`src/rtl/mmdp_pkg.sv`:
```
package mmdp_pkg;

    localparam int DEF_MAX_LEVELS     = 24;
    localparam int DEF_SAMPLE_BITS    = 16;
    localparam int DEF_INDEX_BITS     = 24;

    localparam int LEVEL_BITS         = 5;
    localparam int COUNT_BITS         = 25;
    localparam int THRESH_BITS        = 16;
    localparam int CFG_ADDR_BITS      = 2;
    localparam int CFG_DATA_BITS      = 25;

    localparam logic [THRESH_BITS-1:0]   DEF_MIN_LEVEL_SIZE = THRESH_BITS'(800);

    localparam logic [CFG_ADDR_BITS-1:0] REG_SAMPLE_COUNT   = CFG_ADDR_BITS'(0);
    localparam logic [CFG_ADDR_BITS-1:0] REG_MIN_LEVEL_SIZE = CFG_ADDR_BITS'(1);

    typedef enum logic [4:0] {
        S_IDLE   = 5'b00001,
        S_CALC   = 5'b00010,
        S_FEED   = 5'b00100,
        S_SCAN   = 5'b01000,
        S_FINISH = 5'b10000
    } state_t;

endpackage

```
`src/rtl/min_max_decimation_pyramid.sv`:
```
// Min/max decimation pyramid for one channel. Each sample is pushed into level 0 and
// completed pairs cascade upward, one level per clock through a single compare unit,
// while the held result, if any, can move to the output. An input beat is accepted,
// each pair it completes is merged and emitted as the element moves up, the element is
// then stored in its free slot or dropped above levels_in_use, and the beat is closed
// out; an output stall holds any step that must move a result. A sample with final_req
// then scans every level, pairing leftovers with themselves and cascading them. Results
// are (level, index, min, max) tagged pairs in cascade order; last_of_run marks the final
// result caused by an input beat, which is why a result is held one step until the next
// one (or the end of the beat) is known.
// A write to sample_count or min_level_size while idle or recomputing recomputes the
// level count by repeated halving, one shift per cycle, during which in_ready is low.
module min_max_decimation_pyramid
    import mmdp_pkg::*;
#(
    parameter int MAX_LEVELS  = DEF_MAX_LEVELS,
    parameter int SAMPLE_BITS = DEF_SAMPLE_BITS,
    parameter int INDEX_BITS  = DEF_INDEX_BITS
)
(
    input  logic                            clk,
    input  logic                            rst_n,

    input  logic                            cfg_write,
    input  logic [CFG_ADDR_BITS-1:0]        cfg_index,
    input  logic [CFG_DATA_BITS-1:0]        cfg_data,

    input  logic                            in_valid,
    output logic                            in_ready,
    input  logic signed [SAMPLE_BITS-1:0]   sample,
    input  logic                            final_req,

    output logic                            out_valid,
    input  logic                            out_ready,
    output logic [LEVEL_BITS-1:0]           level,
    output logic [INDEX_BITS-1:0]           index,
    output logic signed [SAMPLE_BITS-1:0]   min_value,
    output logic signed [SAMPLE_BITS-1:0]   max_value,
    output logic                            last_of_run
);

    localparam int LVL_W = $clog2(MAX_LEVELS + 1);
    localparam int IDX_W = (MAX_LEVELS > 1) ? $clog2(MAX_LEVELS) : 1;
    localparam logic [LVL_W-1:0] LVL_MAX = LVL_W'(MAX_LEVELS);
    localparam logic [LVL_W-1:0] LVL_ONE = LVL_W'(1);

    // configuration
    logic [COUNT_BITS-1:0]   sample_count_reg;
    logic [THRESH_BITS-1:0]  min_level_size_reg;
    logic [COUNT_BITS-1:0]   calc_n_reg;
    logic [LVL_W-1:0]        calc_cnt_reg;
    logic [LVL_W-1:0]        levels_reg;

    // per-level state
    logic signed [SAMPLE_BITS-1:0] pend_lo_reg  [MAX_LEVELS];
    logic signed [SAMPLE_BITS-1:0] pend_hi_reg  [MAX_LEVELS];
    logic [INDEX_BITS-1:0]         pos_reg      [MAX_LEVELS];
    logic [MAX_LEVELS-1:0]         pend_vld_reg;

    // sequencer
    state_t                        state_reg, state_next;
    logic [LVL_W-1:0]              cur_lvl_reg, cur_lvl_next;
    logic [LVL_W-1:0]              scan_reg, scan_next;
    logic signed [SAMPLE_BITS-1:0] cur_lo_reg, cur_lo_next;
    logic signed [SAMPLE_BITS-1:0] cur_hi_reg, cur_hi_next;
    logic                          fin_reg, fin_next;
    logic                          flush_reg, flush_next;

    // held result and output register
    logic                          hold_vld_reg;
    logic [LEVEL_BITS-1:0]         hold_level_reg;
    logic [INDEX_BITS-1:0]         hold_index_reg;
    logic signed [SAMPLE_BITS-1:0] hold_lo_reg, hold_hi_reg;

    logic                          out_vld_reg;
    logic [LEVEL_BITS-1:0]         out_level_reg;
    logic [INDEX_BITS-1:0]         out_index_reg;
    logic signed [SAMPLE_BITS-1:0] out_lo_reg, out_hi_reg;
    logic                          out_last_reg;

    // datapath
    logic [IDX_W-1:0]              op_idx;
    logic signed [SAMPLE_BITS-1:0] rd_lo, rd_hi, mrg_lo, mrg_hi, em_lo, em_hi;
    logic [LVL_W-1:0]              em_lvl;
    logic                          rd_vld;
    logic                          out_free, emit_ok;
    logic                          do_store, do_emit, clr_all, clr_above;
    logic                          out_load, out_last_load, hold_drop;
    logic                          accept, calc_go;
    logic [LVL_W-1:0]              levels_new;

    assign accept   = in_valid && in_ready;
    assign in_ready = (state_reg == S_IDLE) && !cfg_write;

    assign op_idx = (state_reg == S_SCAN) ? scan_reg[IDX_W-1:0] : cur_lvl_reg[IDX_W-1:0];
    assign rd_lo  = pend_lo_reg[op_idx];
    assign rd_hi  = pend_hi_reg[op_idx];
    assign rd_vld = pend_vld_reg[op_idx];

    assign mrg_lo = (rd_lo < cur_lo_reg) ? rd_lo : cur_lo_reg;
    assign mrg_hi = (rd_hi > cur_hi_reg) ? rd_hi : cur_hi_reg;

    assign em_lo  = (state_reg == S_SCAN) ? rd_lo : mrg_lo;
    assign em_hi  = (state_reg == S_SCAN) ? rd_hi : mrg_hi;
    assign em_lvl = (state_reg == S_SCAN) ? scan_reg : cur_lvl_reg;

    assign out_free = !out_vld_reg || out_ready;
    // a new result pushes the held one out, which needs the output slot
    assign emit_ok  = !hold_vld_reg || out_free;

    assign calc_go    = cfg_write && ((cfg_index == REG_SAMPLE_COUNT) ||
                                      (cfg_index == REG_MIN_LEVEL_SIZE));
    assign levels_new = (calc_cnt_reg == '0) ? LVL_ONE : calc_cnt_reg;

    always_comb
    begin
        state_next    = state_reg;
        cur_lvl_next  = cur_lvl_reg;
        scan_next     = scan_reg;
        cur_lo_next   = cur_lo_reg;
        cur_hi_next   = cur_hi_reg;
        fin_next      = fin_reg;
        flush_next    = flush_reg;
        do_store      = 1'b0;
        do_emit       = 1'b0;
        clr_all       = 1'b0;
        clr_above     = 1'b0;
        out_load      = 1'b0;
        out_last_load = 1'b0;
        hold_drop     = 1'b0;

        case (state_reg)
            S_IDLE:
            begin
                if (accept)
                begin
                    cur_lvl_next = '0;
                    cur_lo_next  = sample;
                    cur_hi_next  = sample;
                    fin_next     = final_req;
                    flush_next   = 1'b0;
                    state_next   = S_FEED;
                end
            end
            S_CALC:
            begin
                if ((calc_n_reg > COUNT_BITS'(min_level_size_reg)) && (calc_cnt_reg < LVL_MAX))
                begin
                    // shift and count handled in the register block
                end
                else
                begin
                    clr_above  = 1'b1;
                    state_next = S_IDLE;
                end
            end
            S_FEED:
            begin
                if ((cur_lvl_reg < levels_reg) && !rd_vld)
                begin
                    do_store = 1'b1;
                end
                if ((cur_lvl_reg < levels_reg) && rd_vld)
                begin
                    if (emit_ok)
                    begin
                        do_emit      = 1'b1;
                        out_load     = hold_vld_reg;
                        cur_lo_next  = mrg_lo;
                        cur_hi_next  = mrg_hi;
                        cur_lvl_next = cur_lvl_reg + LVL_ONE;
                    end
                end
                else
                begin
                    // cascade is over for this element
                    if (flush_reg)
                    begin
                        scan_next  = scan_reg + LVL_ONE;
                        state_next = S_SCAN;
                    end
                    else if (fin_reg)
                    begin
                        scan_next  = '0;
                        flush_next = 1'b1;
                        state_next = S_SCAN;
                    end
                    else
                    begin
                        state_next = S_FINISH;
                    end
                end
            end
            S_SCAN:
            begin
                if (scan_reg >= levels_reg)
                begin
                    clr_all    = 1'b1;
                    state_next = S_FINISH;
                end
                else if (rd_vld)
                begin
                    // leftover pairs with itself, then moves up
                    if (emit_ok)
                    begin
                        do_emit      = 1'b1;
                        out_load     = hold_vld_reg;
                        cur_lo_next  = rd_lo;
                        cur_hi_next  = rd_hi;
                        cur_lvl_next = scan_reg + LVL_ONE;
                        state_next   = S_FEED;
                    end
                end
                else
                begin
                    scan_next = scan_reg + LVL_ONE;
                end
            end
            S_FINISH:
            begin
                if (!hold_vld_reg)
                begin
                    state_next = S_IDLE;
                end
                else if (out_free)
                begin
                    out_load      = 1'b1;
                    out_last_load = 1'b1;
                    hold_drop     = 1'b1;
                    state_next    = S_IDLE;
                end
            end
            default:
            begin
                state_next = S_IDLE;
            end
        endcase

        if (calc_go && ((state_reg == S_IDLE) || (state_reg == S_CALC)))
        begin
            clr_above  = 1'b0;
            state_next = S_CALC;
        end
    end

    // control registers
    always_ff @(posedge clk or negedge rst_n)
    begin
        if (!rst_n)
        begin
            state_reg          <= S_IDLE;
            sample_count_reg   <= '0;
            min_level_size_reg <= DEF_MIN_LEVEL_SIZE;
            levels_reg         <= LVL_ONE;
            calc_n_reg         <= '0;
            calc_cnt_reg       <= '0;
            cur_lvl_reg        <= '0;
            scan_reg           <= '0;
            fin_reg            <= 1'b0;
            flush_reg          <= 1'b0;
            hold_vld_reg       <= 1'b0;
            out_vld_reg        <= 1'b0;
            pend_vld_reg       <= '0;
            for (int i = 0; i < MAX_LEVELS; i++)
            begin
                pos_reg[i] <= '0;
            end
        end
        else
        begin
            state_reg   <= state_next;
            cur_lvl_reg <= cur_lvl_next;
            scan_reg    <= scan_next;
            fin_reg     <= fin_next;
            flush_reg   <= flush_next;

            if (cfg_write && (cfg_index == REG_SAMPLE_COUNT))
            begin
                sample_count_reg <= cfg_data[COUNT_BITS-1:0];
            end
            if (cfg_write && (cfg_index == REG_MIN_LEVEL_SIZE))
            begin
                min_level_size_reg <= cfg_data[THRESH_BITS-1:0];
            end

            if (calc_go)
            begin
                calc_n_reg   <= (cfg_index == REG_SAMPLE_COUNT) ? cfg_data[COUNT_BITS-1:0]
                                                                 : sample_count_reg;
                calc_cnt_reg <= '0;
            end
            else if (state_reg == S_CALC)
            begin
                calc_n_reg   <= calc_n_reg >> 1;
                calc_cnt_reg <= calc_cnt_reg + LVL_ONE;
            end

            if (clr_above)
            begin
                levels_reg <= levels_new;
                for (int i = 0; i < MAX_LEVELS; i++)
                begin
                    if (LVL_W'(i) >= levels_new)
                    begin
                        pend_vld_reg[i] <= 1'b0;
                    end
                end
            end

            if (do_store)
            begin
                pend_vld_reg[op_idx] <= 1'b1;
            end
            if (do_emit)
            begin
                pend_vld_reg[op_idx] <= 1'b0;
                pos_reg[op_idx]      <= pos_reg[op_idx] + INDEX_BITS'(1);
            end
            if (clr_all)
            begin
                pend_vld_reg <= '0;
                for (int i = 0; i < MAX_LEVELS; i++)
                begin
                    pos_reg[i] <= '0;
                end
            end

            if (do_emit)
            begin
                hold_vld_reg <= 1'b1;
            end
            else if (hold_drop)
            begin
                hold_vld_reg <= 1'b0;
            end

            if (out_load)
            begin
                out_vld_reg <= 1'b1;
            end
            else if (out_ready)
            begin
                out_vld_reg <= 1'b0;
            end
        end
    end

    // payload registers
    always_ff @(posedge clk)
    begin
        cur_lo_reg <= cur_lo_next;
        cur_hi_reg <= cur_hi_next;

        if (do_store)
        begin
            pend_lo_reg[op_idx] <= cur_lo_reg;
            pend_hi_reg[op_idx] <= cur_hi_reg;
        end

        if (out_load)
        begin
            out_level_reg <= hold_level_reg;
            out_index_reg <= hold_index_reg;
            out_lo_reg    <= hold_lo_reg;
            out_hi_reg    <= hold_hi_reg;
            out_last_reg  <= out_last_load;
        end

        if (do_emit)
        begin
            hold_level_reg <= LEVEL_BITS'(em_lvl);
            hold_index_reg <= pos_reg[op_idx];
            hold_lo_reg    <= em_lo;
            hold_hi_reg    <= em_hi;
        end
    end

    assign out_valid   = out_vld_reg;
    assign level       = out_level_reg;
    assign index       = out_index_reg;
    assign min_value   = out_lo_reg;
    assign max_value   = out_hi_reg;
    assign last_of_run = out_last_reg;

endmodule
```
`config.mk`:
```
export PLATFORM = sky130hd
export DESIGN_NAME = min_max_decimation_pyramid
export DESIGN_NICKNAME = d
export VERILOG_FILES = /design/src/rtl/mmdp_pkg.sv /design/src/rtl/min_max_decimation_pyramid.sv
export SDC_FILE = /design/constraint.sdc
export NUM_CORES = 2
export LEC_CHECK = 0
export ABC_AREA = 1
export BUFFER_PORTS_ARGS = -buffer_cell sky130_fd_sc_hd__buf_2
export CAP_MARGIN = 20
export CORE_ASPECT_RATIO = 1.25
export CORE_MARGIN = 8
export CORE_UTILIZATION = 30
export CTS_BUF_LIST = sky130_fd_sc_hd__clkbuf_2 sky130_fd_sc_hd__clkbuf_4 sky130_fd_sc_hd__clkbuf_8
export DETAILED_ROUTE_END_ITERATION = 16
export PLACE_DENSITY = 0.48
export SYNTH_ARGS = -nofsm -noshare
export SYNTH_HDL_FRONTEND = slang
export SYNTH_SLANG_ARGS = --single-unit
```
`constraint.sdc`:
```
create_clock -name clk -period 10.9 [get_ports clk]
set_input_delay 2.725 -clock clk [delete_from_list [all_inputs] [get_ports clk]]
set_output_delay 2.725 -clock clk [all_outputs]
set_load 0.01 [all_outputs]
```
# == Word-level counts from Yosys, hierarchy flattened ==
# Memory sizes are Yosys's and may differ from the RTL's.
# Index checks and enable logic that the tools add are counted.
# totals
elab_cells,266
memories,2
reg_bits,850
inputBits,49
ram_bits,768
out_inout_bits,64
# memory_table
name,depth,word_bits,rd,rd_ports_with_merged_regs,write_ports,line_no,rtl
pend_hi_reg,24,16,1,0,1,min_max_decimation_pyramid.sv:56,logic signed [SAMPLE_BITS-1:0] pend_hi_reg [MAX_LEVELS];
pend_lo_reg,24,16,1,0,1,min_max_decimation_pyramid.sv:55,logic signed [SAMPLE_BITS-1:0] pend_lo_reg [MAX_LEVELS];
# classes
order_cmp,34
n_reduce_logical,33
add_sub_neg,4
muxes,120
n_bitwise,4
n_eq_ne,21
# ops
op,n
two-way mux 576 bit,2
bitwise mux 576 bit,1
two-way mux 16 bit,15
two-way mux 24 bit,7
two-way mux 5 bit,26
binary-select mux 24 bit (select 5 bit),1
demux 24 bit (select 5 bit),1
case mux 16 bit (3 select lines),2
two-way mux 25 bit,3
two-way mux 1 bit,54
">= comparator 4 x 5 -> 1 bit, first input constant",8
">= comparator 5 bit, first input constant",8
greater-than comparator 25 x 16 -> 1 bit,1
case mux 5 bit (5 select lines),1
"adder 24 x 1 -> 24 bit, second input constant",1
AND 24 bit,1
NOT 24 bit,1
OR 24 bit,1
">= comparator 3 x 5 -> 1 bit, first input constant",4
greater-than comparator 16 bit,1
less-than comparator 16 bit,1
"!= test 2 bit, second input constant",8
"adder 5 x 1 -> 5 bit, second input constant",3
case mux 5 bit (3 select lines),1
37 further kinds,64

# == Longest topological paths before layout ==
# depth
ltp_word,12
ltp_mapped,32
ltp_nobuf,26

# == Least setup slack after synthesis ==
# OpenSTA, ideal clock, no wires.
# synth_path
path_type,input -> output
from,input port cfg_write
to,output port in_ready
setup_slack_ns,5.251
path_buffers,0
t_required_ns,8.175
path_stages,1
arrival_time_ns,2.924
cell_sequence,nor2_1
# synth_via
elab_chain_cells,2
# synth_rtl
item,line_no,rtl
"start, declared",min_max_decimation_pyramid.sv:24,"input logic cfg_write,"
logical NOT 1 bit,min_max_decimation_pyramid.sv:93,assign in_ready = (state_reg == S_IDLE) && !cfg_write;
logical AND 1 bit,min_max_decimation_pyramid.sv:93,
"end, declared",min_max_decimation_pyramid.sv:29,"output logic in_ready,"
# No other way between the ends.

# == Final worst setup path ==
# layout_path
from,register state_reg[1]
to,"register hold_lo_reg[13], data pin"
# layout_via
elab_chain_cells,6
# layout_rtl
item,line_no,rtl
"start, declared",min_max_decimation_pyramid.sv:61,"state_t state_reg, state_next;"
"start signal, assigned",min_max_decimation_pyramid.sv:271,state_reg <= state_next;
equality test 5 x 4 -> 1 bit (*),-,
two-way mux 5 bit (*),-,
via em_lvl[0],min_max_decimation_pyramid.sv:84,logic [LVL_W-1:0] em_lvl;
memory read (24 x 16 bit) (*),-,
less-than comparator 16 bit,min_max_decimation_pyramid.sv:100,assign mrg_lo = (rd_lo < cur_lo_reg) ? rd_lo : cur_lo_reg;
two-way mux 16 bit,min_max_decimation_pyramid.sv:100,
two-way mux 16 bit (*),min_max_decimation_pyramid.sv:103,assign em_lo = (state_reg == S_SCAN) ? rd_lo : mrg_lo;
via em_lo[13],min_max_decimation_pyramid.sv:83,"logic signed [SAMPLE_BITS-1:0] rd_lo, rd_hi, mrg_lo, mrg_hi, em_lo, em_hi;"
"end signal, assigned",min_max_decimation_pyramid.sv:373,hold_lo_reg <= em_lo;
"end, declared",min_max_decimation_pyramid.sv:73,"logic signed [SAMPLE_BITS-1:0] hold_lo_reg, hold_hi_reg;"
# The timed path passes the listed nets; every way through them passes the cells marked *.
# A chain may end at the register's enable or synchronous reset.

==> results.tsv <==
stage	metric	value	unit
grt	number_of_global_route_vias_before_repair	52150	
grt	grt_start_max_net_pins	165	
finish	num-fill-cells	22940	
synth	post_synth_num_cell_types	66	
route	dr_total_vias	51570	
hold_path	min_from	hold_index_reg[13]	
route	detail_route.drc_violations	0	
timing	grt_setup_unrepaired	no	
synth	synth_seq_cells	1618	
floorplanning	start_util	30.18	%
finish	flow.area_growth_from_synthesis	13.53	%
synth	post_synth.cell_area_avg	10.73	um^2
pwr	power_per_cell_area	219.7	nW/um^2
floorplanning	die_height	551.8	um
synth	synth-edff-count	923	
timing	hold_viol	0	
timing	setup_ws	4335	ps
synth	syn_area	68890	um^2
clock_network	postCtsHoldBufs	0	
critical_path	worstSetupStartpoint	state_reg[1]	
grt	grt.total_usage	19.87	%
finish	nNetsFinal	6620	
floorplanning	floorplan.io_pins	113	
synth	post_synth_net_total	6529	
clock_network	tritoncts_num_sinks	1618	
timing	fin_tns_setup	0	ps
finish	register_area	45110	um^2
route	postRouteAntennaNets	0	
finish	post_route_cells_drive_above_1_share	13.15	%
grt	grt_pass1_wl	365400	um
outcome	outcome	complete, no violations	
clock_network	clock_latency_late_sink	940	ps
critical_path	criticalPathCategory	reg2reg	
floorplanning	die_outline_area	245300	um^2
critical_path	critPathCaptureType	flop	
place	place_worst_setup_slack	4460	ps
timing	maximum_clock_frequency	152.3	MHz
timing	timing_max_transition_violations_final	0	
grt	globalRoute.totalOverflow	0	
timing	finalWorstPathRequiredPeriod	6565	ps
pwr	irDropWorstVdd	0.0002172	V
finish	total_area_of_multi_input_combinational_cells	20970	um^2
place	place.port_buffers	112	
critical_path	crit_path_start_kind	flop	
synth	synth_top_flop_cell	sky130_fd_sc_hd__edfxtp_1	
finish	largest_register_ffs	576	
place	placed_area	72480	um^2
place	estimated_wirelength_of_the_detail_placed_design	139600	um
grt	grt_antenna_before_repair	9	
finish	postLayoutCellArea	78210	um^2
clock_network	post_cts.repair.setup_buffers	0	
clock_network	cts-htree-levels	5	
clock_network	cts-root-to-sink-buffers	4	
timing	max_slew.worst_pin.slew	1163	ps
place	place_congestion	0.8756	
critical_path	worstReg2RegStart	state_reg[1]	
finish	finish.cell_count_without_fillers	9789	
clock_network	root_buffer	sky130_fd_sc_hd__clkbuf_8	
floorplanning	core_area	228300	um^2
synth	share_of_synthesized_registers_carrying_an_async_set_or_reset	42.95	%
timing	finalSetupViolCount	0	
timing	worst_clock_skew	102.1	ps
route	wirelength_per_cell	25.80	um
synth	synth_seq_area_share	65.48	%
timing	layout_worst_path_cycle_share	60.23	%
floorplanning	die_w	444.6	um
synth	post_synth_inst_count	6418	
critical_path	required	11650	ps
clock_network	cts_resized	0	
floorplanning	rows	196	
critical_path	worstPathMaxFanout	132	
route	vias_per_cell	5.268	
route	drt_iter0_drc	5108	
route	routed_wirelength	252600	um
synth	yosys_warnings	0	
route	drtPass1Iterations	6	
place	dp.cells	9288	
clock_network	tritoncts_clock_tree	done	
clock_network	cts-buffers-inserted	287	
pwr	power.static_leakage	32.70	nW
timing	timing.slew.headroom	22.27	%
hold_path	kind_of_path_behind_the_tightest_hold_check	reg2reg	
critical_path	worstPathArrival	7310	ps
clock_network	path_clk_slew	60	ps
flow_run	maxCapViolCount	0	
-- area by class of cell --
class | instances | area share [%]
Antenna cell | 4 | 0.01280
Clock buffer | 424 | 6.645
Clock inverter | 72 | 0.6319
Inverter | 274 | 1.326
Multi-Input combinational cell | 4103 | 26.81
Sequential cell | 1618 | 57.68
Tap cell | 3069 | 4.910
Timing Repair Buffer | 225 | 1.984
-- logic make-up after synthesis --
group,share of synthesized area (%)
AO/OA/AOI/OAI,11.13
XOR/XNOR,0.1616
adder cells (fa/ha/maj),1.126
buffers and inverters,4.607
flip-flops,65.48
multiplexers,0.01634
AND/OR/NAND/NOR,17.47
-- final timing paths --
| kind | end | slack, ps | cells past startpoint |
|---|---|---|---|
| min in group asynchronous | pos_reg[316] | 1910 | 1 |
| hold / removal | index[13] | 410 | 0 |
| setup reg to reg | hold_lo_reg[13] | 4340 | 21 |
| setup / recovery | hold_lo_reg[13] | 4340 | 21 |
| hold reg to reg | index[13] | 410 | 0 |
| max in group asynchronous | fin_reg | 6710 | 3 |
-- Yosys cell counts (all sizes together) (17+ instances only) --
cell type / number / area, um^2
nand2: 1907 / 7206
edfxtp: 923 / 27720
dfrtp: 690 / 17270
nand3: 488 / 2492
o22ai: 396 / 2477
o21ai: 321 / 1648
buf: 302 / 1689
nor2: 283 / 1330
inv: 272 / 1023
a22oi: 160 / 1201
clkbuf: 121 / 454.2
a22o: 98 / 858.3
a21oi: 80 / 400.4
ha: 62 / 775.7
nor3: 48 / 289.0
or2: 46 / 287.8
nand4: 36 / 231.5
o31ai: 36 / 270.3
or3: 17 / 106.4
-- stage by stage --
step,power (mW),utilization (%),hold WS [ps]
finish,17.18,34.26,410.9
global route,18.00,34.25,422.8
CTS,17.34,34.24,414.2
detailed placement,11.55,31.75,404.5
global placement,11.51,31.75,403.9
floorplan,10.04,-,400.3
-- layer usage --
layer	GRT usage, %	wire length, um
met4	9.419	12890
met1	25.35	104600
met5	0	0
met3	3.112	15110
met2	33.15	120000
-- critical path, stage by stage, from the launching register on --
cell and delay, ps:
sky130_fd_sc_hd__dfrtp_1 380, sky130_fd_sc_hd__nor2_2 200, sky130_fd_sc_hd__nand4_1 600, sky130_fd_sc_hd__nand2_4 570, sky130_fd_sc_hd__inv_2 210, sky130_fd_sc_hd__nand2_4 430
sky130_fd_sc_hd__buf_12 520, sky130_fd_sc_hd__o22ai_1 150, sky130_fd_sc_hd__or3_1 410, sky130_fd_sc_hd__o311ai_0 100, sky130_fd_sc_hd__nand2_1 170, sky130_fd_sc_hd__inv_1 110
sky130_fd_sc_hd__ha_1 280, sky130_fd_sc_hd__a21oi_1 140, sky130_fd_sc_hd__o21ai_0 80, sky130_fd_sc_hd__nand3_1 80, sky130_fd_sc_hd__a21oi_1 70, sky130_fd_sc_hd__a211oi_1 310
sky130_fd_sc_hd__nand3_1 700, sky130_fd_sc_hd__nand3_1 350, sky130_fd_sc_hd__nand3_1 110, sky130_fd_sc_hd__nand2_1 140
-- placed cells by master (no fill, tap or decap), types with 15 or more instances in the layout --
master and n:
sky130_fd_sc_hd__o31ai_1 36, sky130_fd_sc_hd__nor2_4 63, sky130_fd_sc_hd__clkbuf_4 102, sky130_fd_sc_hd__buf_2 111
sky130_fd_sc_hd__nor3_1 41, sky130_fd_sc_hd__clkinv_2 16, sky130_fd_sc_hd__nand3_1 478, sky130_fd_sc_hd__dfrtp_1 690
sky130_fd_sc_hd__nor2_2 19, sky130_fd_sc_hd__a22oi_1 160, sky130_fd_sc_hd__nand4_1 35, sky130_fd_sc_hd__edfxtp_1 923
sky130_fd_sc_hd__clkbuf_8 322, sky130_fd_sc_hd__o22ai_1 396, sky130_fd_sc_hd__ha_1 62, sky130_fd_sc_hd__clkinv_1 37
sky130_fd_sc_hd__inv_1 246, sky130_fd_sc_hd__nor2_1 201, sky130_fd_sc_hd__o2111ai_1 15, sky130_fd_sc_hd__o21ai_0 309
sky130_fd_sc_hd__buf_4 103, sky130_fd_sc_hd__inv_2 23, sky130_fd_sc_hd__a21oi_1 79, sky130_fd_sc_hd__or2_2 34
sky130_fd_sc_hd__nand2_1 1889, sky130_fd_sc_hd__or3_1 17, sky130_fd_sc_hd__o22a_1 16, sky130_fd_sc_hd__a22o_1 98
-- power by group --
| part | internal, mW | switching (mW) | leakage [nW] |
|---|---|---|---|
| sequential | 7.34 | 0.524 | 17.9 |
| combinational | 0.944 | 2.64 | 11.8 |
| clock | 3.17 | 2.58 | 3.01 |
| total | 11.4 | 5.74 | 32.7 |
Power figures use the tool's default switching activity.
